**src/rtl/wrth_pkg.sv**
```systemverilog
// shared constants, types and helpers of the wall residence-time histogram
`default_nettype none

package wrth_pkg;

   localparam int MAX_PARTICLES = 4096;
   localparam int NUM_BINS      = 256;
   localparam int FRAME_BITS    = 20;

   // fixed field widths
   localparam int PIDX_W     = 12;
   localparam int FRAME_IN_W = 20;
   localparam int HEIGHT_W   = 24;
   localparam int BSEL_W     = 8;
   localparam int RES_W      = 20;
   localparam int CNT_W      = 32;
   localparam int SUM_W      = 48;
   localparam int MAXRES_W   = 9;
   localparam int CSR_DATA_W = 24;
   localparam int CSR_IDX_W  = 1;

   localparam int PADDR_BITS  = (MAX_PARTICLES > 1) ? $clog2(MAX_PARTICLES) : 1;
   localparam int HADDR_BITS  = $clog2(NUM_BINS);
   localparam int CLEAR_DEPTH = (MAX_PARTICLES > NUM_BINS) ? MAX_PARTICLES : NUM_BINS;
   localparam int CLR_BITS    = $clog2(CLEAR_DEPTH);

   localparam int QUEUE_DEPTH = 4;
   localparam int QPTR_W      = $clog2(QUEUE_DEPTH);
   localparam int QCNT_W      = $clog2(QUEUE_DEPTH + 1);

   localparam logic [CSR_IDX_W-1:0] CSR_CUTOFF  = 1'd0;
   localparam logic [CSR_IDX_W-1:0] CSR_MAX_RES = 1'd1;

   localparam logic REQ_SAMPLE = 1'b0;
   localparam logic REQ_READ   = 1'b1;

   localparam logic signed [HEIGHT_W-1:0] RESET_CUTOFF  = 24'sd2560;
   localparam logic [MAXRES_W-1:0]        RESET_MAX_RES = 9'd200;

   localparam logic [RES_W-1:0] RES_MAX = '1;
   localparam logic [CNT_W-1:0] CNT_MAX = '1;
   localparam logic [SUM_W-1:0] SUM_MAX = '1;

   localparam int PENTRY_W = 2 + 2 * FRAME_BITS;

   typedef struct packed {
      logic                  armed;
      logic                  in_visit;
      logic [FRAME_BITS-1:0] last_seen;
      logic [FRAME_BITS-1:0] entry;
   } pentry_type;

   typedef struct packed {
      logic                       req_type;
      logic [PIDX_W-1:0]          particle_index;
      logic                       is_tracked;
      logic [FRAME_IN_W-1:0]      frame_number;
      logic signed [HEIGHT_W-1:0] height;
      logic [BSEL_W-1:0]          bin_select;
   } req_beat_type;

   typedef struct packed {
      logic                en;
      logic [CLR_BITS-1:0] addr;
   } clear_type;

   typedef struct packed {
      logic                  valid;
      logic                  is_read;
      logic                  sel_ok;
      logic                  done;
      logic                  started;
      logic                  hist_inc;
      logic [FRAME_BITS-1:0] dur;
      logic [HADDR_BITS-1:0] haddr;
   } accum_cmd_type;

   typedef struct packed {
      logic             visit_done;
      logic [RES_W-1:0] residence_time;
      logic [CNT_W-1:0] completed_visits;
      logic [CNT_W-1:0] started_visits;
      logic [RES_W-1:0] longest_residence;
      logic [SUM_W-1:0] residence_sum;
      logic [CNT_W-1:0] bin_count;
   } rsp_beat_type;

   function automatic logic [CNT_W-1:0] sat_inc32(input logic [CNT_W-1:0] v);
      return (v == CNT_MAX) ? CNT_MAX : v + CNT_W'(1);
   endfunction

endpackage

`default_nettype wire

```
**src/rtl/wrth_rsp_queue.sv**
```systemverilog
// small result queue that decouples the pipeline from response back-pressure
`default_nettype none

module wrth_rsp_queue import wrth_pkg::*; (
   input  wire logic         clock,
   input  wire logic         reset,
   input  wire logic         push,
   input  wire rsp_beat_type push_beat,
   input  wire logic         pop_ready,
   output      logic         out_valid,
   output      rsp_beat_type out_beat
);

   rsp_beat_type      entry_ff [QUEUE_DEPTH];
   logic [QPTR_W-1:0] wr_ptr_ff, wr_ptr_in;
   logic [QPTR_W-1:0] rd_ptr_ff, rd_ptr_in;
   logic [QCNT_W-1:0] count_ff, count_in;
   logic              pop;

   always_comb begin
      out_valid = count_ff != '0;
      out_beat  = entry_ff[rd_ptr_ff];
      pop       = out_valid && pop_ready;
      wr_ptr_in = push ? wr_ptr_ff + QPTR_W'(1) : wr_ptr_ff;
      rd_ptr_in = pop ? rd_ptr_ff + QPTR_W'(1) : rd_ptr_ff;
      count_in  = count_ff + QCNT_W'(push) - QCNT_W'(pop);
   end

   always_ff @(posedge clock) begin
      if (reset) begin
         wr_ptr_ff <= '0;
         rd_ptr_ff <= '0;
         count_ff  <= '0;
      end else begin
         wr_ptr_ff <= wr_ptr_in;
         rd_ptr_ff <= rd_ptr_in;
         count_ff  <= count_in;
      end
      if (push) entry_ff[wr_ptr_ff] <= push_beat;
   end

endmodule

`default_nettype wire
```
**config.mk**
```make
export PLATFORM = sky130hd
export DESIGN_NAME = wrth_rsp_queue
export DESIGN_NICKNAME = d
export VERILOG_FILES = /design/src/rtl/wrth_pkg.sv /design/src/rtl/wrth_rsp_queue.sv
export SDC_FILE = /design/constraint.sdc
export NUM_CORES = 1
export LEC_CHECK = 0
export BUFFER_PORTS_ARGS = -buffer_cell sky130_fd_sc_hd__buf_2
export CORE_UTILIZATION = 37
export DETAILED_ROUTE_END_ITERATION = 6
export PLACE_DENSITY = 0.53
export SLEW_MARGIN = 30
export SYNTH_ARGS = -nofsm -noshare
export SYNTH_HDL_FRONTEND = slang
export SYNTH_SLANG_ARGS = --single-unit
export TNS_END_PERCENT = 50
```
**constraint.sdc**
```tcl
create_clock -name clock -period 6.9 [get_ports clock]
set_input_delay 0.345 -clock clock [delete_from_list [all_inputs] [get_ports clock]]
set_output_delay 0.345 -clock clock [all_outputs]
set_load 0.02 [all_outputs]
```
== Word level (Yosys, flattened, before mapping) ==
Memory sizes are Yosys's and may differ from the RTL's. A register that Yosys moved wholly into a read port is not among the register bits.
Index checks and enable logic that the tools add are counted.
Cells by class
  multiplexer cells: 4
  add/subtract/negate cells: 4
  reduce and logical (&&, ||, !) cells: 2
Operator list (number)
  2-bit by 1-bit adder with 2-bit output (second input constant): 2
  2-bit 2-to-1 mux: 2
  3-bit by 1-bit adder with 3-bit output: 1
  3-bit nonzero test: 1
  3-bit by 1-bit subtractor with 3-bit output: 1
  1-bit 2-to-1 mux: 2
  1-bit logical AND: 1
Storage, ports and cells
  memories kept: 1
  logic and storage cells: 14
  flip-flop bits (word level): 7
  bits in writable memories: 740
  output and inout port bits: 186
  input bits: 189
Memory list
  entry_ff: words 4, bits a word 185, read ports 1, clocked after memory_dff 1, write ports 1, RTL line wrth_rsp_queue.sv:14  | rsp_beat_type entry_ff [QUEUE_DEPTH];

== Longest topological paths before layout ==
Gate-level depths: netlist of run 1.
  word-level depth: 4
  depth in mapped cells: 7
  gate-level depth less buffers: 7

== Worst setup path before layout of run 1 ==
OpenSTA, ideal clock, no wires.
  path type: reg2reg
  from: reg wr_ptr_ff[0]
  to: mem entry_ff[0][0] (netlist name) (enable)
  setup slack: 1577 ps
  buffers on the path: 0
  data arrival time: 4756 ps
  period minus slack after synthesis: 5323 ps
  setup time: 567 ps
  stages on the path, launching flop included: 4
  required time: 6333 ps
  cells stage by stage: dfxtp_1 > inv_1 > ha_1 > and2_1
RTL lines
  start: declaration: RTL line wrth_rsp_queue.sv:15  | logic [QPTR_W-1:0] wr_ptr_ff, wr_ptr_in;
  start signal: assignment: RTL line wrth_rsp_queue.sv:35  | wr_ptr_ff <= wr_ptr_in;
  end: declaration: RTL line wrth_rsp_queue.sv:14
No word-level cell before the write port.

==> results.py, run 1 <==
metrics = {
    "critical_path": {
        "crit_type": "register to output pin",
        "cp.arrival_ns": 3.07,
        "worstPathRequired_ns": 6.55,
        "start_kind": "register",
        "cp_max_fo": 81,
        "r2r_end": "entry_ff[1][101]$_DFFE_PP_",
        "r2r_start": "wr_ptr_ff[0]$_SDFFE_PP0P_",
        "ff2ff_setup_slack_ns": 4.24,
        "cp-end-kind": "output pin",
        "reg2reg_depth": 3,
    },
    "sta": {
        "final.setup.tns_ns": 0,
        "slew_headroom": 0.369,
        "worstMarginPinSlew_ns": 0.946,
        "hold_ws_ns": 0.0637,
        "worst_slack_ns": 3.49,
        "fin_crit_ns": 3.41,
        "slew_viol_final": 0,
        "fin_skew_ns": 0.0199,
        "fin_crit_sh": 0.494,
        "setup_viol": 0,
        "timing.fmax_ghz": 0.293,
        "rsz0062_at_grt": "no",
        "hold_viol": 0,
    },
    "global_routing": {
        "overflow": 0,
        "grt_pass1_wl_um": 86200,
        "grt_max_degree": 101,
        "grt_use_total": 0.156,
        "grt_pass1_vias": 14138,
        "antenna_found_initial": 4,
    },
    "drt": {
        "drt_iter0_drc": 637,
        "post_drt_wl_per_cell_um": 21.7,
        "drcViolationCount": 0,
        "dr.pass1.iters": 4,
        "wl_met3_um": 3970,
        "top_layer": "met5",
        "post_drt_via_cell_ratio": 4.85,
        "wl_met1_um": 23500,
        "met2_length_um": 28600,
        "antenna_left": 0,
        "vias": 12848,
        "wl_um": 57400,
    },
    "clock_network": {
        "h-tree-depth": 3,
        "cts_buffer_depth": 3,
        "cts_root_buffer": "clkbuf_16",
        "postCtsResizedCells": 0,
        "clk_pin_slew_worst_paths_ns": 0.06,
        "cts_setup_buffers": 0,
        "cts_buffers": 81,
        "cts_tree": "done",
        "clk_latency_ns": 0.62,
        "clock_sinks": 749,
    },
    "floorplanning": {
        "start_util": 0.373,
        "io_pins": 375,
        "dieWidth_um": 273,
        "rows": 99,
        "coreArea_um2": 72800,
        "dieArea_um2": 74500,
        "die_h_um": 273,
    },
    "run": {
        "maxCapViolations": 0,
    },
    "synth": {
        "avgSynthCellArea_um2": 26.9,
        "synth_seq_area_share": 0.824,
        "syn_nets": 1208,
        "yosys_register_bits": 749,
        "yosys_warnings": 0,
        "synthCells": 1012,
        "synth_cell_type_count": 19,
        "synth_area_um2": 27200,
    },
    "min_path": {
        "hold_class": "input port to register",
        "hold_depth": 2,
        "min_from": "reset",
        "min_to": "count_ff[2]$_SDFF_PP0_",
    },
    "final_layout": {
        "area_delta_synth_final_pct": 28.1,
        "drive_gt1_frac": 0.417,
        "layout_common_cells": "edfxtp_1 (740), buf_2 (374), mux4_2 (185), dlygate4sd3_1 (185), clkbuf_16 (83)",
        "final_common_cell": "edfxtp_1",
        "utilization": 0.478,
        "nNetsFinal": 1820,
    },
    "placement": {
        "dpl_worst_slack_ns": 4.16,
        "globalplace.congestion": 0.710,
        "port_buffers": 374,
        "dp_hpwl_um": 31900,
    },
    "power_and_ir_drop": {
        "cellPowerDensity_nw_per_um2": 347,
        "power_leakage_nw": 11.7,
        "vdd_drop_max_mv": 0.211,
    },
    "run_status": {
        "outcome": "completed",
    },
}
sequential cells by signal, indices dropped and copies added, names as in the netlist, named ones only:
register	cells
count_ff	3
rd_ptr_ff	2
entry_ff	740
wr_ptr_ff	2
synthesized netlist by cell type:
| cell | number | share of area |
|---|---|---|
| edfxtp_1 | 740 | 0.82 |
| mux4_2 | 185 | 0.15 |
| buf_2 | 20 | 0.0037 |
| buf_6 | 18 | 0.0075 |
| dfxtp_1 | 9 | 0.0066 |
| ha_1 | 6 | 0.0028 |
| inv_1 | 6 | 0.00083 |
| clkbuf_1 | 5 | 0.00069 |
| nor2_1 | 5 | 0.00069 |
| and2_1 | 4 | 0.00092 |
| nor2b_1 | 4 | 0.00092 |
| mux2_2 | 3 | 0.0012 |
| fa_1 | 1 | 0.00074 |
| mux2i_1 | 1 | 0.00037 |
| o311ai_0 | 1 | 0.00032 |
| o31a_1 | 1 | 0.00032 |
| or3_1 | 1 | 0.00023 |
| xnor2_1 | 1 | 0.00032 |
| xor3_1 | 1 | 0.00087 |
worst max path at each step:
stage | startpoint | to | slack (ns) | cells after the start
2_1_floorplan | wr_ptr_ff[0]$_SDFFE_PP0P_ | entry_ff[0][0]$_DFFE_PP_ | 1.58 | 3
3_3_place_gp | push | entry_ff[0][100]$_DFFE_PP_ | 4.21 | 3
3_5_place_dp | register | out_beat[159] | 4.16 | 4
4_1_cts | register | out_beat[159] | 3.47 | 4
5_1_grt | register | out_beat[159] | 3.43 | 4
6_report | register | out_beat[181] | 3.49 | 4
logic make-up after synthesis:
group           after synthesis  share of synthesized area
simple gates                 14                    0.00276
mux                         189                      0.155
compound gates                2                   0.000645
xor+xnor                      2                    0.00120
fa+ha+maj                     7                    0.00350
flops                       749                      0.824
buf+inv                      49                     0.0127
timing repair:
| item | 4_1_cts | 5_1_grt |
|---|---|---|
| hold endpoints to repair | 740 | 0 |
| setup endpoints to repair | 0 | 0 |
| hold buffers | 185 | 0 |
critical path: stages, from the launching register on:
cell     delay, ns
dfxtp_4       0.67
buf_12        0.49
buf_16        0.34
mux4_2        0.43
buf_2         0.19
cell type report:
cell class,instances,area (µm²)
clock buffer,98,2130
sequential,749,22400
tap,959,1200
fill,6101,38000
clock inverter,51,653
inverter,6,22.5
antenna,2,5.00
multi-input combinational,214,4440
timing repair buffer,572,3950
layer usage:
| layer | vias up | track usage |
|---|---|---|
| met2 | 344 | 0.257 |
| met4 | 6 | 0.0457 |
| met1 | 6754 | 0.200 |
| li1 | 5640 | - |
| met3 | 104 | 0.0439 |
| met5 | - | 0 |
report_power, final:
part | leakage (nW) | switching, mW | internal [mW]
clock network | 1.36 | 1.75 | 2.74
registers | 6.87 | 0.0624 | 5.24
logic | 3.47 | 1.30 | 0.988
total | 11.7 | 3.11 | 8.97
through the flow:
stage | power [mW] | std cells | area, µm²
5_1_grt | 12.6 | 2649 | 34800
3_5_place_dp | 7.66 | 2314 | 30100
6_report | 12.1 | 2651 | 34800
2_1_floorplan | 6.98 | 1012 | 27200
3_3_place_gp | 7.64 | 2313 | 30100
4_1_cts | 12.3 | 2648 | 34800
No activity file was read; power rests on OpenSTA's default activity.
==> run 2: changes to the inputs <==
ABC_AREA = 1   (was not set)
clock period = 3.27 ns   (was 6.9 ns; I/O delays follow)
==> run 2 against run 1 <==
Compared with the run above: cell count increased by 29%; die area is 1.7% higher; highest routed layer unchanged; largest power group unchanged; non-clock buffer count increased by 26; first-iteration DRC count is 79% higher; area after synthesis up 1.7%; sequential cell count unchanged; combinational power grew to 2.6 times the previous value; clock-buffer cell count fell by 5; setup slack worse by 2.9 ns; via count grew 34%; critical path type unchanged; global-route usage increased by 1.6 points; critical path depth increased by 2.
==> results.py, run 2 <==
metrics = {
    "run_status": {
        "outcome": "completed",
    },
    "placement": {
        "globalplace.congestion": 0.760,
        "dp_hpwl_um": 36200,
        "port_buffers": 374,
        "dp.cells": 3096,
    },
    "synth": {
        "async_flop_share": 0,
        "synth_common_cells": "edfxtp_1 (740), nor2_1 (377), o21ai_0 (344), o22ai_1 (185), clkbuf_1 (77)",
        "netlist.area_leader.share": 0.804,
        "syn_nets": 2045,
        "yosys_register_bits": 749,
        "synth_most_common_cell": "edfxtp_1",
        "synth_top_area_cell": "edfxtp_1",
        "synth_cell_type_count": 20,
        "yosys_warnings": 0,
        "synthCells": 1849,
        "synth_ff_type": "edfxtp_1",
        "synth_seq_area_share": 0.811,
        "avgSynthCellArea_um2": 14.9,
        "netlist_top_cells_area": "edfxtp_1 (80%), o21ai_0 (6.2%), nor2_1 (5.1%), o22ai_1 (4.2%), clkbuf_1 (1.0%)",
        "synth_area_um2": 27600,
        "synth_edf_count": 740,
    },
    "sta": {
        "fin_crit_ns": 2.73,
        "hold_viol": 0,
        "hold_ws_ns": 0.289,
        "worstMarginPinSlew_ns": 0.973,
        "final.setup.tns_ns": 0,
        "slew_headroom": 0.351,
        "setup_viol": 0,
        "timing.fmax_ghz": 0.367,
        "slew_viol_final": 0,
        "fin_skew_ns": 0.0210,
        "fin_crit_sh": 0.834,
        "rsz0062_at_grt": "no",
    },
    "global_routing": {
        "grt_max_degree": 193,
        "grt_pass1_wl_um": 100000,
        "overflow": 0,
        "grt_use_total": 0.172,
        "antenna_found_initial": 7,
        "grt_pass1_vias": 17650,
    },
    "min_path": {
        "min_to": "count_ff[1]$_SDFF_PP0_",
        "hold_depth": 3,
        "hold_class": "input port to register",
        "min_from": "reset",
    },
    "floorplanning": {
        "coreArea_um2": 73500,
        "dieWidth_um": 275,
        "rows": 99,
        "start_util": 0.376,
        "die_h_um": 275,
        "io_pins": 375,
        "dieArea_um2": 75800,
    },
    "drt": {
        "vias": 17203,
        "antenna_left": 0,
        "post_drt_wl_per_cell_um": 19.4,
        "drt_iter0_drc": 1140,
        "dr.pass1.iters": 5,
        "wl_um": 66600,
        "drcViolationCount": 0,
        "post_drt_via_cell_ratio": 5.01,
    },
    "critical_path": {
        "r2r_start": "wr_ptr_ff[0]$_SDFFE_PP0P_",
        "cp-end-kind": "output pin",
        "cp_max_fo": 123,
        "start_kind": "register",
        "critical_path.cell_chain": "clkinv_8 -> buf_12 -> buf_4 -> o21ai_0 -> o22ai_1 -> buf_2",
        "cpPeakStageDelay_ns": 0.41,
        "ff2ff_setup_slack_ns": 1.33,
        "crit_buf_inv": 4,
        "slowest_stage": "buf_12",
        "worstPathRequired_ns": 3.11,
        "r2r_end": "entry_ff[2][114]$_DFFE_PP_",
        "cp_top_family": "buffers and inverters",
        "crit_type": "register to output pin",
        "cp.arrival_ns": 2.56,
        "reg2reg_depth": 6,
    },
    "final_layout": {
        "top_register": "entry_ff",
        "layout.cells.non_filler": 3432,
        "drive_gt1_frac": 0.218,
        "num-fill-cells": 6327,
        "nNetsFinal": 2603,
        "largest_register_ffs": 740,
        "reg.largest.list": "entry_ff (740), count_ff (3)",
        "layout_common_cells": "edfxtp_1 (740), nor2_1 (377), buf_2 (374), o21ai_0 (344), dlygate4sd3_1 (189)",
        "area_delta_synth_final_pct": 27.5,
        "final_common_cell": "edfxtp_1",
    },
    "run": {
        "maxCapViolations": 0,
    },
    "power_and_ir_drop": {
        "power_leakage_nw": 12.3,
        "vdd_drop_max_mv": 0.517,
        "power_mw": 26.1,
        "cellPowerDensity_nw_per_um2": 740,
        "p_comb_frac": 0.224,
        "switching_share": 0.298,
        "p_int_mw": 18.3,
        "p_switching_mw": 7.77,
        "pwr-share-seq": 0.426,
        "power.share.clock": 0.350,
    },
    "clock_network": {
        "cts_buffer_depth": 3,
        "hold_buffers": 189,
        "cts_buffers": 79,
        "cts_root_buffer": "clkbuf_16",
        "cts_setup_buffers": 0,
        "postCtsResizedCells": 0,
        "h-tree-depth": 3,
        "clk_latency_ns": 0.61,
        "clock_sinks": 749,
        "clk_pin_slew_worst_paths_ns": 0.06,
        "cts_tree": "done",
    },
}
[run 2: worst min-delay path: cells and delay by family]
| family | cells | cell delay [ns] |
|---|---|---|
| and+or+nand+nor | 1 | 0.05 |
| buffers and inverters | 2 | 0.65 |
[run 2: layer usage]
layer  global-route usage  part of all wire  vias up
met4               0.0532             0.022       10
met3               0.0495             0.067       94
met2                0.292              0.49      418
li1                     -                 -     8134
met1                0.212              0.42     8547
met5                    0           0.00081        -
[run 2: logic make-up after synthesis]
group | after synthesis | synth area share
AOI/OAI and AO/OA | 563 | 0.110
DFF | 749 | 0.811
adders and majority gates | 7 | 0.00344
buffers and inverters | 139 | 0.0222
and+or+nand+nor | 391 | 0.0532
[run 2: through the flow]
stage               setup slack (ns)   util  area [µm²]
finish                         0.542  0.480       35200
global route                   0.319  0.480       35200
CTS                            0.426  0.480       35200
detailed placement              1.10  0.418       30700
global placement                1.18  0.418       30700
floorplan                     -0.481      -       27700
[run 2: power groups by stage]
| stage | clock (mW) | sequential, mW | combinational [mW] |
|---|---|---|---|
| after floorplan | 0 | 11.3 | 3.56 |
| after global placement | 0 | 11.3 | 5.63 |
| after detailed placement | 0 | 11.3 | 5.70 |
| after CTS | 9.37 | 11.1 | 5.92 |
| after global routing | 9.74 | 11.1 | 6.37 |
| final | 9.11 | 11.1 | 5.84 |
[run 2: cell type report]
class                      instances  area [µm²]  share of cell area
antenna                            3        7.51            0.000213
clock inverter                    51         612              0.0174
multi-input combinational        961        4630               0.131
inverter                          18         100             0.00284
timing repair buffer             598        4240               0.120
tap                              959        1200              0.0341
clock buffer                      93        2030              0.0576
sequential                       749       22400               0.636
[run 2: worst max-delay path by stage]
stage	from	to	cells past startpoint
floorplan	wr_ptr_ff[0]$_SDFFE_PP0P_	entry_ff[0][0]$_DFFE_PP_	4
global placement	register	out_beat[133]	6
detailed placement	register	out_beat[132]	6
CTS	register	out_beat[132]	6
global route	register	out_beat[132]	6
finish	register	out_beat[118]	6
==> run 3: changes to the inputs <==
ABC_AREA = 0   (was 1)
PLACE_DENSITY = 0.56   (was 0.53)
clock period = 2.38 ns   (was 3.27 ns; I/O delays follow)
==> run 3 against run 2 <==
Compared with the run above: non-clock buffer count increased by 40; cell area increased by 0.68%; die area is 1.6% lower; hold slack got worse by 0.036 ns; sequential share of layout area is 0.44 points lower; critical path depth fell by 3; cell count down 21%; critical endpoint is now out_beat[140]; highest routed layer is now met4.
==> results.py, run 3 (same netlist as run 1, synthesis figures left out) <==
metrics = {
    "run_status": {
        "outcome": "completed",
    },
    "sta": {
        "slew_viol_final": 0,
        "setup_viol": 0,
        "final.setup.tns_ns": 0,
        "fin_skew_ns": 0.0210,
        "rsz0062_at_grt": "yes",
        "fin_crit_sh": 0.970,
        "worstMarginPinSlew_ns": 0.470,
        "fin_crit_ns": 2.31,
        "timing.fmax_ghz": 0.433,
        "slew_headroom": 0.687,
        "hold_viol": 0,
    },
    "final_layout": {
        "nNetsFinal": 1884,
        "layout_common_cells": "edfxtp_1 (740), buf_2 (348), dlygate4sd3_1 (189), mux4_2 (185), clkbuf_16 (81)",
        "top_register": "entry_ff",
        "final_common_cell": "edfxtp_1",
        "largest_register_ffs": 740,
        "area_delta_synth_final_pct": 30.5,
        "antenna_cells": 0,
        "utilization": 0.487,
        "drive_gt1_frac": 0.431,
        "reg.largest.list": "entry_ff (740), count_ff (3)",
    },
    "global_routing": {
        "grt_pass1_vias": 14471,
        "grt_max_degree": 60,
        "overflow": 0,
        "antenna_found_initial": 0,
        "grt_use_total": 0.151,
        "grt_pass1_wl_um": 85000,
    },
    "min_path": {
        "min_to": "entry_ff[3][117]$_DFFE_PP_",
        "min_from": "push_beat[117]",
        "hold_class": "input port to register",
        "hold_depth": 2,
    },
    "clock_network": {
        "cts_buffers": 79,
        "clk_latency_ns": 0.61,
        "h-tree-depth": 3,
        "cts_root_buffer": "clkbuf_16",
        "cts_tree": "done",
        "clk_pin_slew_worst_paths_ns": 0.05,
        "clock_sinks": 749,
        "cts_buffer_depth": 3,
    },
    "floorplanning": {
        "rows": 99,
        "io_pins": 375,
        "start_util": 0.373,
        "dieArea_um2": 74500,
        "dieWidth_um": 273,
        "die_h_um": 273,
        "coreArea_um2": 72800,
    },
    "drt": {
        "post_drt_wl_per_cell_um": 20.7,
        "vias": 13086,
        "wl_um": 56000,
        "drt_iter0_drc": 673,
        "dr.pass1.iters": 4,
        "post_drt_via_cell_ratio": 4.83,
        "antenna_left": 0,
        "drcViolationCount": 0,
    },
    "critical_path": {
        "cpPeakStageDelay_ns": 0.59,
        "crit_type": "register to output pin",
        "cp.arrival_ns": 2.19,
        "ff2ff_setup_slack_ns": 0.41,
        "r2r_end": "count_ff[2]$_SDFF_PP0_",
        "worstPathRequired_ns": 2.26,
        "crit_buf_inv": 2,
        "cp-end-kind": "output pin",
        "r2r_start": "count_ff[1]$_SDFF_PP0_",
        "cp_max_fo": 50,
        "slowest_stage": "mux4_2",
        "start_kind": "register",
        "reg2reg_depth": 7,
        "cp_top_family": "multiplexers",
        "critical_path.cell_chain": "buf_16 -> mux4_2 -> buf_6",
    },
    "placement": {
        "dp_hpwl_um": 35100,
        "globalplace.congestion": 0.711,
        "port_buffers": 374,
    },
    "run": {
        "maxCapViolations": 0,
    },
    "power_and_ir_drop": {
        "cellPowerDensity_nw_per_um2": 969,
        "vdd_drop_max_mv": 0.669,
        "power_mw": 34.4,
        "power_leakage_nw": 12.0,
    },
}
## run 3: worst max path at each step
stage               cells past startpoint                        to                       from
floorplan                               2  entry_ff[1][0]$_DFFE_PP_  wr_ptr_ff[0]$_SDFFE_PP0P_
global placement                        7    count_ff[2]$_SDFF_PP0_     count_ff[1]$_SDFF_PP0_
detailed placement                      7    count_ff[2]$_SDFF_PP0_     count_ff[1]$_SDFF_PP0_
CTS                                     3             out_beat[177]                   register
global route                            3             out_beat[140]                   register
finish                                  3             out_beat[140]                   register
## run 3: area by class of cell
class | count | area (µm²)
Fill cell | 5978 | 37400
Sequential cell | 749 | 22400
Timing Repair Buffer | 638 | 4900
Multi-Input combinational cell | 214 | 4440
Clock buffer | 99 | 2090
Tap cell | 959 | 1200
Clock inverter | 43 | 402
Inverter | 6 | 22.5
## run 3: timing repair
item / CTS / global route
hold endpoints to repair: 750 / 0
setup endpoints to repair: 142 / 89
gates resized for setup: 34 / 25
setup buffers: 3 / 0
gates cloned: 0 / 0
hold buffers: 189 / 0
## run 3: report_power, final
part           internal (mW)  total, mW  switching (mW)
Combinational           3.40       7.29            3.89
Clock                   6.82       11.7            4.91
Sequential              15.2       15.4           0.176
## run 3: stage by stage
stage               area (µm²)  instances  worst slack (ns)  hold slack, ns
floorplan                27200       1012            -0.851           0.218
global route             35500       2708           -0.0834           0.231
detailed placement       30900       2374             0.439           0.334
global placement         30900       2374             0.443           0.328
CTS                      35400       2708           -0.0446           0.202
finish                   35500       2708            0.0725           0.254
## run 3: worst register-to-register path: stages (launching register included)
cell	delay (ns)
dfxtp_1	0.34
o31a_1	0.35
ha_1	0.29
inv_1	0.04
ha_1	0.19
fa_1	0.40
xor3_1	0.21
nor2_1	0.04
## run 3: layer usage
metal	vias up	GRT usage	wire, µm
met4	0	0.0462	1020
met3	73	0.0409	3560
li1	5765	-	-
met5	-	0	0
met1	6931	0.191	23000
met2	317	0.255	28400
